### src/sv/mexp_pkg.sv
// ----------------------------------------------------------------------------
// mexp_pkg
// shared constants and types for the modular exponentiation block
// ----------------------------------------------------------------------------
package mexp_pkg;

    localparam int MEXP_WIDTH = 15;

    typedef enum logic [2:0]
    {
        ST_IDLE,
        ST_REDUCE,
        ST_SQUARE,
        ST_MULT,
        ST_FINISH
    } mexp_state_t;

endpackage

### src/sv/mexp_channels.sv
// ----------------------------------------------------------------------------
// mexp channels
// valid/ready channels for operands, results and the modulus register write
// ----------------------------------------------------------------------------
interface mexp_operand_if #(parameter int W = mexp_pkg::MEXP_WIDTH) ();
    logic         valid;
    logic         ready;
    logic [W-1:0] base_value;
    logic [W-1:0] exponent;

    modport source (output valid, output base_value, output exponent, input ready);
    modport sink (input valid, input base_value, input exponent, output ready);
endinterface

interface mexp_result_if #(parameter int W = mexp_pkg::MEXP_WIDTH) ();
    logic         valid;
    logic         ready;
    logic [W-1:0] power_result;

    modport source (output valid, output power_result, input ready);
    modport sink (input valid, input power_result, output ready);
endinterface

interface mexp_cfg_if #(parameter int W = mexp_pkg::MEXP_WIDTH) ();
    logic         valid;
    logic         ready;
    logic [W-1:0] data;

    modport source (output valid, output data, input ready);
    modport sink (input valid, input data, output ready);
endinterface

### src/sv/modular_exponentiation.sv
// one item at a time: operands are taken only in idle, and each item runs on the bit-serial
//   modular multiplier as one reduction of the base, then one square per exponent bit plus
//   one multiply per set bit; a modulus below two gives a zero result with no multiply
// reset: modulus register returns to 2, control idles, no result pending
// ----------------------------------------------------------------------------
// modular_exponentiation
// square-and-multiply exponentiation over a shared bit-serial modular multiplier
// ----------------------------------------------------------------------------
module modular_exponentiation #(
    parameter int OPERAND_WIDTH = mexp_pkg::MEXP_WIDTH
) (
    input logic            clk,
    input logic            rst_n,
    mexp_cfg_if.sink       cfg,
    mexp_operand_if.sink   operands,
    mexp_result_if.source  result
);

    import mexp_pkg::*;

    localparam int W  = OPERAND_WIDTH;
    localparam int CW = $clog2(W + 1);

    mexp_state_t   state_reg, state_next;
    logic [W-1:0]  modulus_reg;
    logic          out_valid_reg, out_valid_next;
    logic [W-1:0]  result_reg;
    logic [CW-1:0] bit_cnt_reg, bit_cnt_next;
    logic [W-1:0]  exp_reg, exp_next;
    logic [W-1:0]  base_reg, base_next;
    logic [W-1:0]  acc_reg, acc_next;
    logic          load_result;

    logic          mm_start;
    logic [W-1:0]  mm_a;
    logic [W-1:0]  mm_b;
    logic          mm_done;
    logic [W-1:0]  mm_product;

    logic [W-1:0]  one_value;
    logic          modulus_small;

    assign one_value     = {{(W-1){1'b0}}, 1'b1};
    assign modulus_small = (modulus_reg[W-1:1] == '0);

    mexp_mulmod #(
        .W (W)
    ) u_mulmod (
        .clk          (clk),
        .rst_n        (rst_n),
        .start        (mm_start),
        .multiplicand (mm_a),
        .multiplier   (mm_b),
        .modulus      (modulus_reg),
        .done         (mm_done),
        .product      (mm_product)
    );

    always_comb
    begin
        state_next   = state_reg;
        bit_cnt_next = bit_cnt_reg;
        exp_next     = exp_reg;
        base_next    = base_reg;
        acc_next     = acc_reg;
        mm_start     = 1'b0;
        mm_a         = acc_reg;
        mm_b         = acc_reg;
        load_result  = 1'b0;

        unique case (state_reg)
            ST_IDLE:
            begin
                if (operands.valid)
                begin
                    exp_next     = operands.exponent;
                    bit_cnt_next = CW'(W);
                    if (modulus_small)
                    begin
                        acc_next   = '0;
                        state_next = ST_FINISH;
                    end
                    else
                    begin
                        // base mod m as base * 1 mod m
                        acc_next   = one_value;
                        mm_start   = 1'b1;
                        mm_a       = one_value;
                        mm_b       = operands.base_value;
                        state_next = ST_REDUCE;
                    end
                end
            end
            ST_REDUCE:
            begin
                if (mm_done)
                begin
                    base_next  = mm_product;
                    mm_start   = 1'b1;
                    mm_a       = acc_reg;
                    mm_b       = acc_reg;
                    state_next = ST_SQUARE;
                end
            end
            ST_SQUARE:
            begin
                if (mm_done)
                begin
                    acc_next = mm_product;
                    if (exp_reg[W-1])
                    begin
                        mm_start   = 1'b1;
                        mm_a       = base_reg;
                        mm_b       = mm_product;
                        state_next = ST_MULT;
                    end
                    else
                    begin
                        exp_next     = {exp_reg[W-2:0], 1'b0};
                        bit_cnt_next = bit_cnt_reg - 1'b1;
                        if (bit_cnt_reg == CW'(1))
                        begin
                            state_next = ST_FINISH;
                        end
                        else
                        begin
                            mm_start = 1'b1;
                            mm_a     = mm_product;
                            mm_b     = mm_product;
                        end
                    end
                end
            end
            ST_MULT:
            begin
                if (mm_done)
                begin
                    acc_next     = mm_product;
                    exp_next     = {exp_reg[W-2:0], 1'b0};
                    bit_cnt_next = bit_cnt_reg - 1'b1;
                    if (bit_cnt_reg == CW'(1))
                    begin
                        state_next = ST_FINISH;
                    end
                    else
                    begin
                        mm_start   = 1'b1;
                        mm_a       = mm_product;
                        mm_b       = mm_product;
                        state_next = ST_SQUARE;
                    end
                end
            end
            ST_FINISH:
            begin
                // wait for the output register to free up
                if (!out_valid_reg || result.ready)
                begin
                    load_result = 1'b1;
                    state_next  = ST_IDLE;
                end
            end
            default:
            begin
                state_next = ST_IDLE;
            end
        endcase
    end

    assign out_valid_next = load_result | (out_valid_reg & ~result.ready);

    always_ff @(posedge clk or negedge rst_n)
    begin
        if (!rst_n)
        begin
            state_reg     <= ST_IDLE;
            modulus_reg   <= W'(2);
            out_valid_reg <= 1'b0;
            bit_cnt_reg   <= '0;
        end
        else
        begin
            state_reg     <= state_next;
            out_valid_reg <= out_valid_next;
            bit_cnt_reg   <= bit_cnt_next;
            if (cfg.valid)
            begin
                modulus_reg <= cfg.data;
            end
        end
    end

    always_ff @(posedge clk)
    begin
        exp_reg  <= exp_next;
        base_reg <= base_next;
        acc_reg  <= acc_next;
        if (load_result)
        begin
            result_reg <= acc_reg;
        end
    end

    assign cfg.ready           = 1'b1;
    assign operands.ready      = (state_reg == ST_IDLE);
    assign result.valid        = out_valid_reg;
    assign result.power_result = result_reg;

endmodule

### src/sv/mexp_mulmod.sv
// ----------------------------------------------------------------------------
// mexp_mulmod
// bit-serial modular multiplier, one multiplier bit per cycle, msb first
// ----------------------------------------------------------------------------
module mexp_mulmod #(
    parameter int W = mexp_pkg::MEXP_WIDTH
) (
    input  logic         clk,
    input  logic         rst_n,
    input  logic         start,
    input  logic [W-1:0] multiplicand,
    input  logic [W-1:0] multiplier,
    input  logic [W-1:0] modulus,
    output logic         done,
    output logic [W-1:0] product
);

    localparam int CW = $clog2(W + 1);

    logic          busy_reg, busy_next;
    logic          done_reg, done_next;
    logic [CW-1:0] cnt_reg, cnt_next;
    logic [W-1:0]  a_reg, m_reg, sh_reg, r_reg;

    logic [W+1:0]  sum;
    logic [W+1:0]  m1;
    logic [W+1:0]  m2;
    logic [W+1:0]  diff1;
    logic [W+1:0]  diff2;
    logic [W-1:0]  r_step;

    // r = (2r + bit * a) mod m, with r < m and a < m so at most 2m is removed
    assign m1    = {2'b00, m_reg};
    assign m2    = {1'b0, m_reg, 1'b0};
    assign sum   = {1'b0, r_reg, 1'b0} + {2'b00, (sh_reg[W-1] ? a_reg : '0)};
    assign diff1 = sum - m1;
    assign diff2 = sum - m2;

    always_comb
    begin
        if (sum >= m2)
        begin
            r_step = diff2[W-1:0];
        end
        else if (sum >= m1)
        begin
            r_step = diff1[W-1:0];
        end
        else
        begin
            r_step = sum[W-1:0];
        end
    end

    always_comb
    begin
        busy_next = busy_reg;
        done_next = 1'b0;
        cnt_next  = cnt_reg;
        if (start)
        begin
            busy_next = 1'b1;
            cnt_next  = CW'(W);
        end
        else if (busy_reg)
        begin
            cnt_next = cnt_reg - 1'b1;
            if (cnt_reg == CW'(1))
            begin
                busy_next = 1'b0;
                done_next = 1'b1;
            end
        end
    end

    always_ff @(posedge clk or negedge rst_n)
    begin
        if (!rst_n)
        begin
            busy_reg <= 1'b0;
            done_reg <= 1'b0;
            cnt_reg  <= '0;
        end
        else
        begin
            busy_reg <= busy_next;
            done_reg <= done_next;
            cnt_reg  <= cnt_next;
        end
    end

    always_ff @(posedge clk)
    begin
        if (start)
        begin
            a_reg  <= multiplicand;
            m_reg  <= modulus;
            sh_reg <= multiplier;
            r_reg  <= '0;
        end
        else if (busy_reg)
        begin
            sh_reg <= {sh_reg[W-2:0], 1'b0};
            r_reg  <= r_step;
        end
    end

    assign done    = done_reg;
    assign product = r_reg;

endmodule
### src/flat_wrapper.sv
// flat-port wrapper written by rule: the top's interface ports become plain ports
module modular_exponentiation_flat import mexp_pkg::*;
#(
    parameter int OPERAND_WIDTH = mexp_pkg::MEXP_WIDTH
)
  (clk, rst_n, cfg_valid, cfg_data, cfg_ready, operands_valid, operands_base_value, operands_exponent, operands_ready, result_valid, result_power_result, result_ready);
  mexp_cfg_if cfg_i ();
  mexp_operand_if operands_i ();
  mexp_result_if result_i ();
  input logic clk;
  input logic rst_n;
  input wire logic [$bits(cfg_i.valid)-1:0] cfg_valid;
  input wire logic [$bits(cfg_i.data)-1:0] cfg_data;
  output wire logic [$bits(cfg_i.ready)-1:0] cfg_ready;
  input wire logic [$bits(operands_i.valid)-1:0] operands_valid;
  input wire logic [$bits(operands_i.base_value)-1:0] operands_base_value;
  input wire logic [$bits(operands_i.exponent)-1:0] operands_exponent;
  output wire logic [$bits(operands_i.ready)-1:0] operands_ready;
  output wire logic [$bits(result_i.valid)-1:0] result_valid;
  output wire logic [$bits(result_i.power_result)-1:0] result_power_result;
  input wire logic [$bits(result_i.ready)-1:0] result_ready;
  assign cfg_i.valid = cfg_valid;
  assign cfg_i.data = cfg_data;
  assign cfg_ready = cfg_i.ready;
  assign operands_i.valid = operands_valid;
  assign operands_i.base_value = operands_base_value;
  assign operands_i.exponent = operands_exponent;
  assign operands_ready = operands_i.ready;
  assign result_valid = result_i.valid;
  assign result_power_result = result_i.power_result;
  assign result_i.ready = result_ready;
  modular_exponentiation #(.OPERAND_WIDTH(OPERAND_WIDTH)) u_core (.clk(clk), .rst_n(rst_n), .cfg(cfg_i), .operands(operands_i), .result(result_i));
endmodule
### config.mk
export PLATFORM = sky130hd
export DESIGN_NAME = modular_exponentiation_flat
export DESIGN_NICKNAME = d
export VERILOG_FILES = /design/src/sv/mexp_pkg.sv /design/src/sv/mexp_channels.sv /design/src/sv/modular_exponentiation.sv /design/src/sv/mexp_mulmod.sv /design/src/flat_wrapper.sv
export SDC_FILE = /design/constraint.sdc
export NUM_CORES = 1
export LEC_CHECK = 0
export BUFFER_PORTS_ARGS = -buffer_cell sky130_fd_sc_hd__buf_4
export CAP_MARGIN = 5
export CORE_MARGIN = 3
export CORE_UTILIZATION = 50
export CTS_BUF_LIST = sky130_fd_sc_hd__clkbuf_4
export CTS_CLUSTER_DIAMETER = 200
export DETAILED_ROUTE_END_ITERATION = 16
export PLACE_DENSITY = 0.64
export SYNTH_ARGS = -nofsm -noshare
export SYNTH_HDL_FRONTEND = slang
export SYNTH_SLANG_ARGS = --single-unit
### constraint.sdc
create_clock -name clk -period 4.4 [get_ports clk]
set_input_delay 0.22 -clock clk [delete_from_list [all_inputs] [get_ports clk]]
set_output_delay 0.22 -clock clk [all_outputs]
set_load 0.02 [all_outputs]
==> results by group, run 1 <==
Clock network
  – H-tree depth: 4
  – Clock tree buffer depth: 2
  – CTS Root Cell: clkbuf_4
  – Reg clk slew, reported paths: 140 ps
  – TritonCTS buffer count: 17
  – CTS tree: yes
  – CTS sink cnt: 149
  – Skew-Pair Late Insertion Delay: 560 ps

Synth
  – Post-synthesis compound-gate area fraction: 22.5%
  – Synth Area in Adders: 7.39%
  – Syn Inst Count: 892
  – Net Count, Synth: 993
  – Synth Area in Simple Gates: 12.8%
  – Avg Inst Size Synth: 10.0 sq um
  – Register area share after synthesis: 46.8%
  – EDFF count, synth: 105
  – Synth area leaders: edfxtp_1 (35%), dfrtp_1 (7.8%), ha_1 (6.7%)
  – Ys Warns: 0
  – Largest family of logic cells by synthesized area: compound AO/OA/AOI/OAI gates
  – Xor and xnor area share after synthesis: 3.33%
  – Synth Register Bits: 149
  – Post-synth cell types: 78
  – Post-synthesis mux area share: 3.15%
  – Top_reg_cell synth: edfxtp_1
  – Area leader, netlist: edfxtp_1
  – Post-synthesis async set-or-reset flop share: 19.5%
  – Cell Area, Synth: 8930 sq um
  – Post-synth top area share: 35.3%

Global route
  – Initial antenna violation count: 1
  – Grt total ovfl: 0
  – First-pass GRT wire length: 39400 microns
  – Total GRT Usage: 25.1%
  – Vias in the first global route: 7534
  – Pin count of the biggest net entering global routing: 36

Cells and area
  – Fillers: 1461
  – Share of cells above drive strength 1: 22.1%
  – Fin nets: 1127
  – Synthesis-to-layout area growth: 21.8%

STA
  – Slew margin rel.: 29.0%
  – Max Slew Vio Count: 0
  – Final setup vio count: 0
  – Minimum clock period: 4240 ps
  – Worst Max-Slew Pin Slew: 1060 ps
  – Worst hold slack: 70.0 ps
  – RSZ-0062 raised after global routing: yes
  – Max frequency: 0.236 GHz
  – Worst Clk Skew: 32.4 ps
  – Final hold vios: 0
  – Tcrit/Tclk final: 96.4%

Critical path
  – Reg2Reg Depth: 19
  – Critical path arrival: 4690 ps
  – Cell Chain, Critical Path: buf_6 > nand2_2 > inv_1 > ha_1 > a21oi_2 > nand4b_1 > nand3_2 > a31o_4 > a21oi_4 > xnor2_4 > ha_4 > a21o_1 > o211ai_1 > a31o_2 > a21oi_4 > a2111oi_4 > buf_4 > o21ai_0 > o221a_2
  – R2R Setup Slk: 160 ps
  – Crit Path Category: reg -> reg
  – RR Startpoint: u_core.u_mulmod.sh_reg[14]
  – R2r endpoint: u_core.u_mulmod.product[8]
  – Worst setup EP type: flip-flop
  – Most used cell along the critical path: a21oi_4
  – Worst path required time: 4850 ps
  – Worst-path fanout max: 7
  – Slowest-stage cell, CP: edfxtp_1
  – CP startpoint kind: flip-flop
  – Crit path largest cell delay: 510 ps

Min path
  – Worst Hold End: u_core.modulus_reg[5]
  – Hold Crit Depth: 2
  – Worst Hold Launch: cfg_valid
  – Worst Hold Class: in -> reg

Placement
  – Port bufs: 66
  – Detailed placement HPWL: 17800 microns
  – GPL Wtd Cong: 0.917

Drt
  – DRC Markers: 0
  – Vias per cell: 6.06
  – Wirelength per Cell: 19.8 microns
  – Final ANT Viol Nets: 0
  – DR vias: 7665
  – Iteration-0 DRC Markers: 606
  – Final wirelength: 25000 microns
  – Drt pass-1 iters: 6

Floorplanning
  – Die Ht: 140 microns
  – Core box area: 17400 sq um
  – Site Rows: 48
  – Starting Density: 51.3%
  – I/O Pins: 68
  – Die ar.: 19500 sq um
  – Die Wd: 140 microns

Flow run
  – Maxcap violations: 0

Status
  – Status: completed
[logic make-up after synthesis]
family                     after synthesis
AOI/OAI and AO/OA                      292
buffers and inverters                   92
and+or+nand+nor                        247
muxes                                   26
DFF                                    149
adders and majority gates               51
xor gates and xnor gates                34
other                                    1
[cells in the final DEF, fill, tap and decap left out, drive strengths merged, types with 7 or more instances in the layout]
master and n:
a22oi 21, ha 48, nand3 14, nor4 7, o21a 24, and3 7
xor2 11, mux2 17, xnor2 23, nor2 110, and2 18, o21ai 57
o221ai 17, o211ai 23, nor3 15, edfxtp 105, nand2 51, a21oi 58
dlygate4sd3 32, dfrtp 28, mux2i 9, a31oi 22, a21o 9, dfxtp 15
buf 122, clkbuf 20, a22o 13, inv 58
[cells in the mapped netlist, types with 7 or more instances]
master,number
a22o_1,13
a21oi_1,57
dfrtp_1,28
nand2_1,51
and2_1,18
o21a_1,23
and3_1,7
xor2_1,11
a22oi_1,21
edfxtp_1,105
nor3_1,13
ha_1,48
a31oi_1,22
o211ai_1,23
o221ai_1,16
mux2_2,17
inv_1,50
clkbuf_1,34
nor4_1,7
dfxtp_1,15
nor2_1,109
xnor2_1,23
nand3_1,13
mux2i_1,9
o21ai_0,55
a21o_1,9
[metrics by stage]
stage	setup TNS, ps	worst slack (ps)	utilization [%]	instances	area, sq um
final	0	161	62.5	1265	10900
after global routing	-160	-72.4	62.5	1265	10900
after CTS	0	46.2	60.2	1250	10500
after detailed placement	0	95.6	56.7	1186	9870
after global placement	0	208	56.7	1186	9870
after floorplan	0	467	-	892	8930
[how the worst max path moves through the flow]
stage,cells past startpoint,slack [ps],start,endpoint
2_1_floorplan,18,470,u_core.u_mulmod.sh_reg[14],u_core.u_mulmod.product[11]
3_3_place_gp,19,210,u_core.u_mulmod.sh_reg[14],u_core.u_mulmod.product[8]
3_5_place_dp,19,100,u_core.u_mulmod.sh_reg[14],u_core.u_mulmod.product[8]
4_1_cts,19,50,u_core.u_mulmod.sh_reg[14],u_core.u_mulmod.product[8]
5_1_grt,19,-70,u_core.u_mulmod.sh_reg[14],u_core.u_mulmod.product[8]
6_report,19,160,u_core.u_mulmod.sh_reg[14],u_core.u_mulmod.product[8]
[worst max-delay path: cells and delay by family, from the launching register on]
family | cells | cell delay, ps
xor gates and xnor gates | 1 | 180
AOI/OAI and AO/OA | 10 | 2050
DFF | 1 | 510
and+or+nand+nor | 3 | 410
adders and majority gates | 2 | 550
buffers and inverters | 3 | 420
[layer usage]
metal	part of all wire [%]	GRT usage (%)
met1	44	34.7
met3	6.0	4.26
met2	48	41.3
met4	1.9	6.99
met5	0	0
[what timing repair did]
action | 4_1_cts | 5_1_grt
endpoints found under the hold margin | 61 | 0
setup buffers | 0 | 13
hold buffers | 32 | 0
gates resized for setup | 0 | 52
setup endpoints to repair | 0 | 15
[cell type report]
class / count / area (sq um) / area share (%)
Timing Repair Buffer: 154 / 1250 / 11.5
Antenna cell: 1 / 2.50 / 0.0230
Inverter: 52 / 195 / 1.79
Tap cell: 225 / 282 / 2.59
Sequential cell: 149 / 4180 / 38.4
Multi-Input combinational cell: 652 / 4680 / 43.0
Clock buffer: 20 / 150 / 1.38
Clock inverter: 12 / 145 / 1.33
Power of run 1 is left out: the tool's default activity adds up to more than one toggle a clock period on the data nets, which glitch-free logic cannot reach.
==> run 2, diff against run 1 <==
CELL_PAD_IN_SITES_DETAIL_PLACEMENT = 0   (was default)
CELL_PAD_IN_SITES_GLOBAL_PLACEMENT = 1   (was default)
CORE_UTILIZATION = 49   (was 50)
CTS_BUF_LIST = sky130_fd_sc_hd__clkbuf_8   (was sky130_fd_sc_hd__clkbuf_4)
CTS_CLUSTER_SIZE = 16   (was default)
PLACE_DENSITY = 0.78   (was 0.64)
==> run 2 against run 1 <==
Via count is 1.8% lower. Critical path depth is 1 lower. Sequential share of layout area is 0.37 points higher. Die area is 2.0% higher. Worst hold slack worse by 20 ps. First-iteration DRC count is 12% higher. Critical path type unchanged. Critical endpoint is now u_core.u_mulmod.product[1].
==> results by group, run 2 (synthesis results as in run 1) <==
Status
  – Status: completed (unchanged)

Cells and area
  – Fillers: 1492 (was 1461)
  – Fin nets: 1112 (was 1127)
  – Reg area: 4180 sq um (unchanged)
  – Commonest non-fill, non-tap cell in the layout: buf_4 (unchanged)
  – Most frequent cells in the layout: buf_4 (119), nor2_1 (109), edfxtp_1 (105) (unchanged)
  – Final core occ: 61.3% (was 62.5%)
  – Multi-input logic area: 4630 sq um (was 4680 sq um)
  – Share of cells above drive strength 1: 21.9% (was 22.1%)
  – Synthesis-to-layout area growth: 20.7% (was 21.8%)
  – Antenna cells: 0 (was 1)

Critical path
  – Worst-path fanout max: 6 (was 7)
  – CP startpoint kind: flip-flop (unchanged)
  – Slowest-stage cell, CP: edfxtp_1 (unchanged)
  – Crit Path Category: reg -> reg (unchanged)
  – CP Depth: 18 (was 19)
  – Reg2Reg Depth: 18 (was 19)
  – Worst setup EP type: flip-flop (unchanged)
  – Critical path arrival: 4650 ps (was 4690 ps)
  – Worst path required time: 4770 ps (was 4850 ps)
  – Cell Chain, Critical Path: and2_4 > ha_4 > inv_1 > fa_2 > nand2b_4 > a21oi_4 > buf_4 > o211ai_1 > nor3b_1 > o221ai_2 > inv_2 > ha_4 > o211ai_1 > a31o_2 > a21oi_4 > a2111o_1 > nand3_1 > o221ai_2 (was buf_6 > nand2_2 > inv_1 > ha_1 > a21oi_2 > nand4b_1 > nand3_2 > a31o_4 > a21oi_4 > xnor2_4 > ha_4 > a21o_1 > o211ai_1 > a31o_2 > a21oi_4 > a2111oi_4 > buf_4 > o21ai_0 > o221a_2)
  – Largest delay share family, worst path: compound AO/OA/AOI/OAI gates (unchanged)
  – Worst path bufs/invs: 3 (unchanged)
  – Crit path largest cell delay: 460 ps (was 510 ps)

Drt
  – Final wirelength: 25100 microns (was 25000 microns)
  – Drt pass-1 iters: 6 (unchanged)
  – Final ANT Viol Nets: 0 (unchanged)
  – Iteration-0 DRC Markers: 676 (was 606)
  – DR vias: 7528 (was 7665)
  – Vias per cell: 6.03 (was 6.06)
  – Wirelength per Cell: 20.1 microns (was 19.8 microns)
  – DRC Markers: 0 (unchanged)

STA
  – Tcrit/Tclk final: 97.2% (was 96.4%)
  – Final hold vios: 0 (unchanged)
  – Worst hold slack: 49.5 ps (was 70.0 ps)
  – Slew margin rel.: 33.0% (was 29.0%)
  – Max Slew Vio Count: 0 (unchanged)
  – Final setup vio count: 0 (unchanged)
  – Max frequency: 0.234 GHz (was 0.236 GHz)
  – Worst Max-Slew Pin Slew: 999 ps (was 1060 ps)
  – Minimum clock period: 4270 ps (was 4240 ps)
  – Worst Clk Skew: 21.1 ps (was 32.4 ps)
  – RSZ-0062 raised after global routing: yes (unchanged)

Clock network
  – CTS tree: yes (unchanged)
  – CTS sink cnt: 149 (unchanged)
  – H-tree depth: 4 (unchanged)
  – CTS Root Cell: clkbuf_8 (was clkbuf_4)
  – Reg clk slew, reported paths: 90 ps (was 140 ps)
  – Clock tree buffer depth: 2 (unchanged)
  – Skew-Pair Late Insertion Delay: 460 ps (was 560 ps)
  – TritonCTS buffer count: 17 (unchanged)

Global route
  – Initial antenna violation count: 0 (was 1)
  – Vias in the first global route: 7425 (was 7534)
  – First-pass GRT wire length: 39000 microns (was 39400 microns)
  – Total GRT Usage: 24.7% (was 25.1%)
  – Pin count of the biggest net entering global routing: 48 (was 36)
  – Grt total ovfl: 0 (unchanged)

Min path
  – Worst Hold Class: in -> reg (unchanged)
  – Hold Crit Depth: 2 (unchanged)

Floorplanning
  – Core box area: 17600 sq um (was 17400 sq um)
  – Die Ht: 141 microns (was 140 microns)
  – Die ar.: 19900 sq um (was 19500 sq um)
  – Starting Density: 50.8% (was 51.3%)
  – Die Wd: 141 microns (was 140 microns)
  – Site Rows: 48 (unchanged)
  – I/O Pins: 68 (unchanged)

Flow run
  – Maxcap violations: 0 (unchanged)

Placement
  – GPL Wtd Cong: 0.898 (was 0.917)
  – Detailed placement HPWL: 18100 microns (was 17800 microns)
  – Port bufs: 66 (unchanged)
-- run 2: cell count changes in the layout (fill, tap and decap cells not counted), sizes merged --
cell | before | now
clkbuf | 20 | 18
clkinv | 3 | 5
dlygate4sd3 | 32 | 16
nand3 | 14 | 15
clkinvlp | 1 | 0
diode | 1 | 0
bufinv | 2 | 1
inv | 58 | 60
-- run 2: final cells by class --
cell class | count | area share, %
Multi-Input combinational cell | 653 | 43.0
Sequential cell | 149 | 38.8
Timing Repair Buffer | 138 | 10.1
Tap cell | 225 | 2.61
Clock buffer | 18 | 2.30
Inverter | 52 | 1.81
Clock inverter | 14 | 1.46
-- run 2: metal layers --
| metal | GRT usage (%) | up-vias | wire length, microns |
|---|---|---|---|
| met5 | 0 | - | 0 |
| met2 | 39.4 | 245 | 11900 |
| li1 | - | 3591 | - |
| met4 | 8.77 | 0 | 521 |
| met1 | 34.4 | 3649 | 11400 |
| met3 | 3.93 | 43 | 1310 |
-- run 2: metrics by stage --
stage	instance area, sq um	setup WS, ps	instances	TNS, ps
2_1_floorplan	8930	467	892	0
3_3_place_gp	9870	164	1185	0
3_5_place_dp	9870	-1.89	1185	-1.89
4_1_cts	10400	21.0	1233	0
5_1_grt	10800	-86.0	1249	-673
6_report	10800	125	1249	0
-- run 2: path summary, 6_finish.rpt --
kind | start | end | slack, ps
max | u_core.u_mulmod.sh_reg[14] | u_core.u_mulmod.product[1] | 130
min | operands_exponent[8] | u_core.exp_reg[8] | 50
max reg2reg | u_core.u_mulmod.sh_reg[14] | u_core.u_mulmod.product[1] | 130
min reg2reg | u_core.modulus_reg[13] | u_core.u_mulmod.m_reg[13] | 490
max in group asynchronous | rst_n | u_core.modulus_reg[1] | 3870
min in group asynchronous | rst_n | u_core.bit_cnt_reg[2] | 210
-- run 2: worst register-to-register path: cells and delay by family (launching register included) --
| kind | cells | cell delay, ps |
|---|---|---|
| AOI/OAI and AO/OA | 8 | 1770 |
| adders and majority gates | 3 | 830 |
| and+or+nand+nor | 4 | 810 |
| DFF | 1 | 460 |
| buffers and inverters | 3 | 350 |
-- run 2: what timing repair did --
item / 4_1_cts / 5_1_grt
endpoints found under the setup margin: 6 / 15
endpoints found under the hold margin: 44 / 0
hold buffers: 16 / 0
pin swaps: 0 / 19
buffers inserted: 0 / 14
gates cloned: 0 / 2
resized for setup: 1 / 44
Power of run 2 is left out for the same reason.
==> run 3, diff against run 2 <==
CORE_UTILIZATION = 50   (was 49)
PLACE_DENSITY = 0.79   (was 0.78)
SYNTH_HIERARCHICAL = 1   (was default)
==> run 3 against run 2 <==
Sequential cell count did not move. Utilization rose by 0.35 points. Worst hold slack improved by 2.1 ps. Setup slack got worse by 28 ps. Register-to-register slack got worse by 30 ps. Global-route usage fell by 0.79 points. Maximum frequency fell by 0.65%. Synthesized cell count fell by 3.0%. First-iteration DRC count fell by 14%. Sequential share of layout area fell by 0.35 points. Clock-buffer cell count fell by 1. Cell count fell by 2.8%. Critical path type unchanged. Critical endpoint is now u_core/u_mulmod/product[13].
==> results by group, run 3 <==
Cells and area
  – Commonest non-fill, non-tap cell in the layout: buf_4 (unchanged)
  – Synthesis-to-layout area growth: 18.6% (was 20.7%)
  – Fillers: 1506 (was 1492)
  – Reg area: 4180 sq um (unchanged)
  – Multi-input logic area: 4830 sq um (was 4630 sq um)
  – Final core occ: 61.6% (was 61.3%)
  – Most frequent cells in the layout: buf_4 (116), edfxtp_1 (105), o21ai_0 (59) (was buf_4 (119), nor2_1 (109), edfxtp_1 (105))
  – Fin nets: 1077 (was 1112)
  – Finished Cell Area: 10900 sq um (was 10800 sq um)
  – Antenna cells: 0 (unchanged)
  – Share of cells above drive strength 1: 24.0% (was 21.9%)

Synth
  – Avg Inst Size Synth: 10.6 sq um (was 10.0 sq um)
  – Post-synth cell types: 84 (was 78)
  – Post-synthesis async set-or-reset flop share: 19.5% (unchanged)
  – Largest family of logic cells by synthesized area: compound AO/OA/AOI/OAI gates (unchanged)
  – Post-synthesis compound-gate area fraction: 18.2% (was 22.5%)
  – Most common cell in the netlist: edfxtp_1 (was nor2_1)
  – Post-synthesis mux area share: 8.06% (was 3.15%)
  – Net Count, Synth: 966 (was 993)
  – Synth Area in Adders: 7.20% (was 7.39%)
  – Top_reg_cell synth: edfxtp_1 (unchanged)
  – Post-synth top area share: 34.4% (was 35.3%)
  – Syn Inst Count: 865 (was 892)
  – Synth Register Bits: 149 (unchanged)
  – Commonest cells post-synth: edfxtp_1 (105), o21ai_0 (60), nand2_1 (50), nor2_1 (50), ha_1 (48) (was nor2_1 (109), edfxtp_1 (105), a21oi_1 (57))
  – Cell Area, Synth: 9180 sq um (was 8930 sq um)
  – Xor and xnor area share after synthesis: 3.44% (was 3.33%)
  – Synth area leaders: edfxtp_1 (34%), dfrtp_1 (7.6%), ha_1 (6.5%) (was edfxtp_1 (35%), dfrtp_1 (7.8%), ha_1 (6.7%))
  – Area leader, netlist: edfxtp_1 (unchanged)
  – EDFF count, synth: 105 (unchanged)
  – Register area share after synthesis: 45.6% (was 46.8%)
  – Synth Area in Simple Gates: 13.6% (was 12.8%)
  – Ys Warns: 6 (was 0)

Global route
  – Met2 usage: 40.3% (was 39.4%)
  – Top Usage Layer GRT: met2 (unchanged)
  – Met1 Use GR: 32.3% (was 34.4%)
  – Grt total ovfl: 0 (unchanged)
  – Initial antenna violation count: 0 (unchanged)
  – Pin count of the biggest net entering global routing: 43 (was 48)
  – Total GRT Usage: 23.9% (was 24.7%)
  – Vias in the first global route: 7354 (was 7425)
  – First-pass GRT wire length: 38100 microns (was 39000 microns)
  – GRT met3 Usage: 3.91% (was 3.93%)

Critical path
  – Worst-path fanout max: 6 (unchanged)
  – Worst setup EP type: flip-flop (unchanged)
  – Crit path largest cell delay: 510 ps (was 460 ps)
  – Slowest-stage cell, CP: or4_4 (was edfxtp_1)
  – Largest delay share family, worst path: simple AND/OR/NAND/NOR gates (was compound AO/OA/AOI/OAI gates)
  – Worst path bufs/invs: 2 (was 3)
  – Crit Path Category: reg -> reg (unchanged)
  – CP startpoint kind: flip-flop (unchanged)
  – Cell Chain, Critical Path: and2_1 > ha_1 > a21o_1 > nor3_1 > a21o_1 > o21ai_0 > xor2_1 > buf_4 > ha_2 > and3_4 > nand2_1 > o31ai_2 > nand4_1 > nand2_2 > a2111oi_4 > buf_4 > or4_4 > a32o_1 (was and2_4 > ha_4 > inv_1 > fa_2 > nand2b_4 > a21oi_4 > buf_4 > o211ai_1 > nor3b_1 > o221ai_2 > inv_2 > ha_4 > o211ai_1 > a31o_2 > a21oi_4 > a2111o_1 > nand3_1 > o221ai_2)
  – Worst path required time: 4750 ps (was 4770 ps)
  – Critical path arrival: 4660 ps (was 4650 ps)

STA
  – Worst Clk Skew: 20.0 ps (was 21.1 ps)
  – Worst Max-Slew Pin Slew: 1170 ps (was 999 ps)
  – Max frequency: 0.232 GHz (was 0.234 GHz)
  – Worst hold slack: 51.6 ps (was 49.5 ps)
  – Slew margin rel.: 21.4% (was 33.0%)
  – Setup tns final: 0 ps (unchanged)
  – Tcrit/Tclk final: 97.8% (was 97.2%)
  – Final setup vio count: 0 (unchanged)
  – Setup slack after layout: 97.1 ps (was 125 ps)
  – RSZ-0062 raised after global routing: yes (unchanged)
  – Final hold vios: 0 (unchanged)
  – Minimum clock period: 4300 ps (was 4270 ps)
  – Max Slew Vio Count: 0 (unchanged)

Clock network
  – Reg clk slew, reported paths: 100 ps (was 90 ps)
  – H-tree depth: 4 (unchanged)
  – CTS sink cnt: 149 (unchanged)
  – Skew-Pair Late Insertion Delay: 460 ps (about the same)
  – CTS Root Cell: clkbuf_8 (unchanged)
  – TritonCTS buffer count: 17 (unchanged)
  – CTS tree: yes (unchanged)
  – Clock tree buffer depth: 2 (unchanged)

Drt
  – Drt pass-1 iters: 5 (was 6)
  – Final ANT Viol Nets: 0 (unchanged)
  – DRC Markers: 0 (unchanged)
  – DR vias: 7304 (was 7528)
  – Wirelength per Cell: 19.9 microns (was 20.1 microns)
  – Final wirelength: 24100 microns (was 25100 microns)
  – Iteration-0 DRC Markers: 579 (was 676)
  – Vias per cell: 6.02 (was 6.03)

Pwr
  – Maximum VDD drop: 259 uV
  – Leak: 0.00397 uW
  – PwrDens: 242 nW/um^2

Min path
  – Worst Hold Class: in -> reg (unchanged)

Placement
  – Placed Area: 10100 sq um (was 9870 sq um)
  – Detailed placement HPWL: 17100 microns (was 18100 microns)
  – Dpl ws: -67.9 ps (was -1.89 ps)
  – Port bufs: 66 (unchanged)
  – GPL Wtd Cong: 0.863 (was 0.898)

Floorplanning
  – Site Rows: 48 (unchanged)
  – Die Ht: 141 microns (about the same)
  – Starting Density: 52.0% (was 50.8%)
  – Die Wd: 141 microns (about the same)
  – Core box area: 17700 sq um (was 17600 sq um)
  – Die ar.: 20000 sq um (was 19900 sq um)
  – I/O Pins: 68 (unchanged)

Flow run
  – Maxcap violations: 0 (unchanged)

Status
  – Status: completed (unchanged)
## run 3: cell count changes after synthesis, moves of 15 or more
| cell | before | now |
|---|---|---|
| a22oi_1 | 21 | 2 |
| inv_1 | 50 | 34 |
| mux2i_1 | 9 | 39 |
| nor2_1 | 109 | 50 |
| o21a_1 | 23 | 8 |
| o221ai_1 | 16 | 1 |
## run 3: area by class of cell
cell class,count,share of cell area (%)
Sequential cell,149,38.4
Timing Repair Buffer,135,9.81
Inverter,35,1.21
Multi-Input combinational cell,638,44.4
Clock buffer,17,2.15
Tap cell,225,2.59
Clock inverter,15,1.43
## run 3: metal layers
layer	wire length, microns	part of all wire, %
met1	10700	44
met2	11800	49
met3	1160	4.8
met4	380	1.6
met5	0	0
## run 3: final timing paths
kind	slack (ps)	endpoint	depth (start not counted)	from
min	50	u_core/exp_reg[6]	2	operands_exponent[6]
max	100	u_core/u_mulmod/product[13]	18	u_core/u_mulmod/sh_reg[14]
max in group asynchronous	3890	u_core/modulus_reg[1]	2	rst_n
min in group asynchronous	210	u_core/bit_cnt_reg[2]	2	rst_n
min reg2reg	460	u_core/u_mulmod/m_reg[0]	0	u_core/modulus_reg[0]
max reg2reg	100	u_core/u_mulmod/product[13]	18	u_core/u_mulmod/sh_reg[14]
## run 3: repair_timing
| action | in CTS | in global routing |
|---|---|---|
| hold buffers | 16 | 0 |
| setup endpoints to repair | 4 | 15 |
| setup buffers | 1 | 6 |
| cloned | 0 | 1 |
| gates resized for setup | 4 | 40 |
| pin swaps | 2 | 17 |
| endpoints found under the hold margin | 44 | 0 |
## run 3: stage by stage
stage | instances | power, uW
6_report | 1214 | 2640
5_1_grt | 1214 | 2730
4_1_cts | 1207 | 2660
3_5_place_dp | 1158 | 1610
3_3_place_gp | 1158 | 1600
2_1_floorplan | 865 | 1560
## run 3: power breakdown
part	total (uW)	internal [uW]	switching, uW
logic	74.4	50.6	23.9
clock network	1050	427	622
registers	1510	1500	11.8
total	2640	1980	658
## run 3: cells by family after synthesis
| logic type | after synthesis |
|---|---|
| DFF | 149 |
| xor gates and xnor gates | 36 |
| adders and majority gates | 51 |
| other | 1 |
| AOI/OAI and AO/OA | 245 |
| and+or+nand+nor | 235 |
| muxes | 70 |
| buffers and inverters | 78 |
(Power assumes the default switching activity.)
